$ cat src/rational_accumulator_unit_core_defines.svh
// Assertion macros shared by the rational accumulator RTL
`ifndef RATIONAL_ACCUMULATOR_UNIT_CORE_DEFINES_SVH
`define RATIONAL_ACCUMULATOR_UNIT_CORE_DEFINES_SVH

// Same-cycle implication, reset masked
`define RAU_ASSERT_NOW(lbl, ante, cons, msg) \
    lbl: assert property (@(posedge clk) disable iff (!rst_n) (ante) |-> (cons)) \
        else $error(msg);

// Next-cycle implication, reset masked
`define RAU_ASSERT_NEXT(lbl, ante, cons, msg) \
    lbl: assert property (@(posedge clk) disable iff (!rst_n) (ante) |=> (cons)) \
        else $error(msg);

`endif

$ cat src/rau_pkg.sv
// Shared types and constants for the rational accumulator
`timescale 1ns / 1ps
`default_nettype none
package rau_pkg;

    localparam int WIDTH_DEF = 32;
    localparam int FIELD_W   = 32;
    localparam int DEN_OUT_W = 31;
    localparam int IN_DATA_W = 72;
    localparam int OUT_DATA_W = 72;

    typedef enum logic [2:0] {
        REQ_LOAD = 3'd0,
        REQ_ADD  = 3'd1,
        REQ_SUB  = 3'd2,
        REQ_MUL  = 3'd3,
        REQ_DIV  = 3'd4
    } req_t;

    typedef enum logic [1:0] {
        ST_OK   = 2'd0,
        ST_ZERO = 2'd1,
        ST_OVF  = 2'd2
    } status_t;

    typedef enum logic [3:0] {
        S_IDLE,
        S_DISPATCH,
        S_MUL0,
        S_MUL1,
        S_MUL2,
        S_COMBINE,
        S_GCD,
        S_DIVIDE,
        S_FINISH
    } state_t;

    typedef struct packed {
        logic       load_in;
        logic       mul_en;
        logic [1:0] mul_idx;
        logic       combine;
        logic       gcd_step;
        logic       div_init;
        logic       div_step;
        logic       finish;
    } cmd_t;

    typedef struct packed {
        logic err;
        logic ign;
        logic is_load;
        logic nm_zero;
        logic gcd_done;
        logic div_done;
    } sts_t;

endpackage
`default_nettype wire

$ cat src/rau_ctrl.sv
// Sequencing state machine for the rational accumulator
`timescale 1ns / 1ps
`default_nettype none
`include "rational_accumulator_unit_core_defines.svh"
module rau_ctrl (
    input  wire logic          clk,
    input  wire logic          rst_n,
    input  wire logic          s_tvalid,
    output logic               s_tready,
    output logic               m_tvalid,
    input  wire logic          m_tready,
    input  wire rau_pkg::sts_t sts,
    output rau_pkg::cmd_t      cmd
);
    import rau_pkg::*;

    state_t state_reg, state_next;
    logic   m_tvalid_reg, m_tvalid_next;
    logic   out_free;

    assign out_free = !m_tvalid_reg || m_tready;
    assign s_tready = (state_reg == S_IDLE);
    assign m_tvalid = m_tvalid_reg;

    always_comb
    begin
        state_next = state_reg;
        unique case (state_reg)
            S_IDLE:     if (s_tvalid) state_next = S_DISPATCH;
            S_DISPATCH:
            begin
                if (sts.err || sts.ign) state_next = S_FINISH;
                else if (sts.is_load)   state_next = S_COMBINE;
                else                    state_next = S_MUL0;
            end
            S_MUL0:     state_next = S_MUL1;
            S_MUL1:     state_next = S_MUL2;
            S_MUL2:     state_next = S_COMBINE;
            S_COMBINE:  state_next = S_GCD;
            S_GCD:
            begin
                if (sts.nm_zero)       state_next = S_FINISH;
                else if (sts.gcd_done) state_next = S_DIVIDE;
            end
            S_DIVIDE:   if (sts.div_done) state_next = S_FINISH;
            S_FINISH:   if (out_free) state_next = S_IDLE;
            default:    state_next = S_IDLE;
        endcase
    end

    always_comb
    begin
        cmd = '0;
        m_tvalid_next = m_tvalid_reg && !m_tready;
        unique case (state_reg)
            S_IDLE:    cmd.load_in = s_tvalid;
            S_MUL0:
            begin
                cmd.mul_en  = 1'b1;
                cmd.mul_idx = 2'd0;
            end
            S_MUL1:
            begin
                cmd.mul_en  = 1'b1;
                cmd.mul_idx = 2'd1;
            end
            S_MUL2:
            begin
                cmd.mul_en  = 1'b1;
                cmd.mul_idx = 2'd2;
            end
            S_COMBINE: cmd.combine = 1'b1;
            S_GCD:
            begin
                cmd.gcd_step = !sts.nm_zero && !sts.gcd_done;
                cmd.div_init = !sts.nm_zero && sts.gcd_done;
            end
            S_DIVIDE:  cmd.div_step = 1'b1;
            S_FINISH:
            begin
                cmd.finish = out_free;
                if (out_free) m_tvalid_next = 1'b1;
            end
            default:   cmd = '0;
        endcase
    end

    always_ff @(posedge clk or negedge rst_n)
    begin
        if (!rst_n)
        begin
            state_reg    <= S_IDLE;
            m_tvalid_reg <= 1'b0;
        end
        else
        begin
            state_reg    <= state_next;
            m_tvalid_reg <= m_tvalid_next;
        end
    end

    `RAU_ASSERT_NEXT(a_finish_publish, (state_reg == S_FINISH) && out_free, (state_reg == S_IDLE) && m_tvalid_reg, "finished beat not published")
    `RAU_ASSERT_NEXT(a_finish_hold, (state_reg == S_FINISH) && !out_free, state_reg == S_FINISH, "finish left while output busy")
    `RAU_ASSERT_NOW(a_div_init_once, cmd.div_init, !cmd.gcd_step && (state_reg == S_GCD), "divider init outside gcd end")

endmodule
`default_nettype wire

$ cat config.mk
export PLATFORM = sky130hd
export DESIGN_NAME = rau_ctrl
export DESIGN_NICKNAME = d
export VERILOG_FILES = /design/src/rau_pkg.sv /design/src/rau_ctrl.sv
export VERILOG_INCLUDE_DIRS = /design/src /design/src/src
export SDC_FILE = /design/constraint.sdc
export NUM_CORES = 1
export LEC_CHECK = 0
export BUFFER_PORTS_ARGS = -buffer_cell sky130_fd_sc_hd__buf_2
export CORE_AREA = 2 2 39 41
export DETAILED_ROUTE_END_ITERATION = 12
export DIE_AREA = 0 0 41 43
export SLEW_MARGIN = 30
export SYNTH_ARGS = -nofsm -noshare
export SYNTH_HDL_FRONTEND = slang
export SYNTH_SLANG_ARGS = --single-unit
export TNS_END_PERCENT = 30
$ cat constraint.sdc
create_clock -name clk -period 1.75 [get_ports clk]
set_input_delay 0 -clock clk [delete_from_list [all_inputs] [get_ports clk]]
set_output_delay 0 -clock clk [all_outputs]
set_load 0.02 [all_outputs]
After elaboration in Yosys (flattened, before gate mapping):

Cells that the tools add are included.

* register bits: 5
* input port bits: 10
* output and inout port bits: 11

* eq/ne operators: 12
* muxes and demuxes: 16
* reduce and logical (&&, ||, !) cells: 11

Operators with widths (number)
* 4-bit one-hot mux with 9 select lines: 1
* 4-bit two-way mux: 6
* 4-bit by 3-bit equality test with 1-bit output, second input constant: 4
* 3-bit one-hot mux with 3 select lines: 1
* 4-bit by 2-bit equality test with 1-bit output, second input constant: 2
* 1-bit two-way mux: 6
* 2-bit inequality test, second input constant: 3
* 4-bit by 1-bit equality test with 1-bit output, second input constant: 1
* 4-bit equality test, second input constant: 1
* 1-bit logical NOT: 4
* 4-bit logical NOT: 1
* 4-bit AND reduction: 1
* 1-bit logical AND: 3
* 3-bit two-way mux: 1
* 3-bit inequality test, second input constant: 1
* 1-bit logical OR: 2
* 2-bit two-way mux: 1

Depth between registers and ports, before layout:

* depth after elaboration: 4
* mapped depth: 5

Least setup slack after synthesis:

No wires, ideal clock.

* path type: reg-to-output
* start point: register state_reg[2]
* end point: output port cmd[6] in the netlist's numbering
* arrival: 1.402 ns
* setup slack: 0.348 ns
* stages on the path, launching flop included: 3
* cells stage by stage: dfrtp_1 -> clkbuf_1 -> nor4b_1

RTL lines
* from (decl): RTL line rau_ctrl.sv:17 `state_t state_reg, state_next;`
* from (signal assigned): RTL line rau_ctrl.sv:97 `state_reg <= state_next;`
* to (decl): RTL line rau_ctrl.sv:13 `output rau_pkg::cmd_t cmd`

==> flow_summary.json <==
{
  "status": "finished clean",
  "cp-start-kind": "flip-flop",
  "path_class": "flip-flop to output port",
  "drtIter0Drc": 9,
  "cts_sinks": 5,
  "maxCapViolCount": 0,
  "setup_violations": 0,
  "netlist-cell-type-count": 30,
  "ys_top_cells_by_area": "dfrtp_1, nor2_1, nand2_1",
  "drcViolationCount": 0,
  "n_fill_cell": 149,
  "arrival_ns": 1.47,
  "cts_root_buf": "clkbuf_4",
  "cts_tree": "built",
  "routed_wl_mm": 1.079,
  "grt_pass1_wl_mm": 1.697,
  "fmax_ghz": 0.6809,
  "antenna_found_initial": 0,
  "intPower_mw": 0.4751,
  "synthCells": 56,
  "p_clk_share_pct": 14.0,
  "ys_ff_latch": 5,
  "p_comb_share_pct": 61.0,
  "grt_max_degree": 13,
  "ctsHoldBuffers": 1,
  "wire_per_inst_um": 11.24,
  "max-slew-margin-rel_pct": 75.45,
  "grtUsageTotal_pct": 13.62,
  "grt_pass1_vias": 442,
  "hold_viol_final": 0,
  "critical-path-max-stage-delay_ns": 0.48,
  "dpl.cell_count": 91,
  "crit_path_end_kind": "output port",
  "dieArea_mm2": 0.001763,
  "finalSetupTns_ns": 0,
  "p_per_area_mw_per_mm2": 1532,
  "netlist_area_um2": 425.4,
  "dr.pass1.iters": 5,
  "clk_path_buf_depth": 2,
  "path_max_fanout": 12,
  "ctsResizeCount": 0,
  "area_delta_synth_final_pct": 37.94,
  "yosysTopAreaCellShare_pct": 29.41,
  "avgSynthCellArea_um2": 7.597,
  "rows": 14,
  "async_reset_ff_share_pct": 100.0,
  "globalRoute.totalOverflow": 0,
  "p_leak_nw": 0.3183,
  "synth_ff_type": "dfrtp_1",
  "ys_seq_area_share_pct": 29.41,
  "synth_area_leader_cell": "dfrtp_1",
  "drtAntennaViolNets": 0,
  "seqPwrFrac_pct": 24.9,
  "netSwitchingPower_mw": 0.4241,
  "fin_crit_ns": 1.469,
  "io_pins": 21,
  "die_w_um": 41,
  "p_sw_share_pct": 47.16,
  "clock_latency_ns": 0.23,
  "cp_data_required_time_ns": 1.75,
  "via_per_inst": 5.083,
  "numPortBuffers": 20,
  "crit_path_top_delay_cell": "dfrtp_1",
  "fin_crit_sh_pct": 83.92,
  "multiInputGateArea_um2": 275.3,
  "max_slew.worst_pin.slew_ns": 0.3673,
  "clk_pin_slew_ns": 0.04,
  "vias": 488,
  "cts_buffers": 3,
  "n_antenna_cell": 0,
  "rsz0062_at_grt": "false",
  "worst_hold_slack_ns": 0.08198,
  "cts_setup_buffers": 0,
  "synth_nets": 66,
  "gp_congestion": 0.7261,
  "slew_viol_final": 0,
  "drive_above_1_share_pct": 36.25,
  "min_path_type": "input port to flip-flop",
  "crit_chain": "or3_1, nor2_1, and2_1, buf_2",
  "synth_edf_count": 0,
  "final_cells": 96,
  "h-tree-depth": 1,
  "register_area_um2": 125.1,
  "core_area_mm2": 0.001384,
  "yosysWarnings": 0,
  "dpl.hpwl_um": 845.7,
  "largest_register_ffs": 4,
  "fin_skew_ns": 0.003816,
  "start_util_pct": 30.74,
  "ir_drop_mv": 0.5781,
  "die_y_um": 43,
  "nNetsFinal": 91
}
[cells in the mapped netlist (2+ instances only)]
master	number
a21oi_1	3
or3_1	2
dfrtp_1	5
o21ai_1	2
nand2_1	6
buf_2	2
and2_1	2
clkbuf_1	2
and3_1	2
nor3_1	3
o22ai_1	2
nor2_1	7
[worst max-delay path, delay by kind of cell, from the launching register on]
| kind | cells | cell delay (ns) |
|---|---|---|
| simple gates | 3 | 0.61 |
| flops | 1 | 0.48 |
| buf+inv | 1 | 0.15 |
[routing by layer]
metal  vias to the layer above  part of all wire [%]  global-route usage [%]  wire, um
met3                         0                   2.9                   3.141        31
met5                         -                     0                       0         0
met4                         0                     0                   2.000         0
li1                        250                     -                       -         -
met1                       229                    47                   17.65       503
met2                         9                    50                   22.50       544
[power by group through the flow]
stage               Sequential (mW)  Clock, mW  Combinational [mW]
floorplan                     0.203          0               0.410
global route                  0.230      0.142               0.618
detailed placement            0.223          0               0.551
CTS                           0.222      0.132               0.555
finish                        0.224      0.126               0.549
global placement              0.222          0               0.552
[logic make-up after synthesis]
family                 synth area share (%)
AOI/OAI and AO/OA                     20.00
buffers and inverters                 5.881
DFF                                   29.41
muxes                                 2.353
and+or+nand+nor                       42.35
[metrics by stage]
| stage | cell area (um2) | setup WS [ns] | power [mW] | utilization (%) |
|---|---|---|---|---|
| finish | 586.8 | 0.2814 | 0.8992 | 42.41 |
| global route | 586.8 | 0.1710 | 0.9904 | 42.41 |
| CTS | 586.8 | 0.2775 | 0.9093 | 42.41 |
| detailed placement | 550.5 | 0.3185 | 0.7733 | 39.78 |
| global placement | 550.5 | 0.3417 | 0.7737 | 39.78 |
| floorplan | 425.4 | 0.3475 | 0.6129 | - |
[layout make-up]
type | instances | area share (%)
Multi-Input combinational cell | 45 | 46.91
Tap cell | 16 | 3.412
Sequential cell | 5 | 21.32
Clock buffer | 4 | 4.478
Inverter | 2 | 1.279
Timing Repair Buffer | 24 | 22.60
[cells in the final DEF, fill, tap and decap left out, types with 2 or more instances in the layout]
| cell type | Yosys | layout |
|---|---|---|
| and3_1 | 2 | 2 |
| o22ai_1 | 2 | 2 |
| dfrtp_1 | 5 | 5 |
| and2_1 | 2 | 2 |
| o21ai_1 | 2 | 2 |
| buf_4 | 0 | 3 |
| a21oi_1 | 3 | 3 |
| nand2_1 | 6 | 6 |
| nor3_1 | 3 | 3 |
| or3_1 | 2 | 2 |
| clkbuf_4 | 0 | 3 |
| buf_2 | 2 | 20 |
| nor2_1 | 7 | 7 |
[worst paths after layout]
path / slack [ns] / endpoint / cells past startpoint / from
min in group asynchronous: 0.10 / state_reg[3] / 2 / rst_n
max in group asynchronous: 1.51 / state_reg[2] / 2 / rst_n
hold reg to reg: 0.54 / m_tvalid / 2 / m_tvalid
setup / recovery: 0.28 / cmd[8] / 4 / state_reg[0]
setup reg to reg: 0.30 / state_reg[0] / 4 / state_reg[0]
hold / removal: 0.08 / m_tvalid / 3 / m_tready
Power figures use the tool's default switching activity.
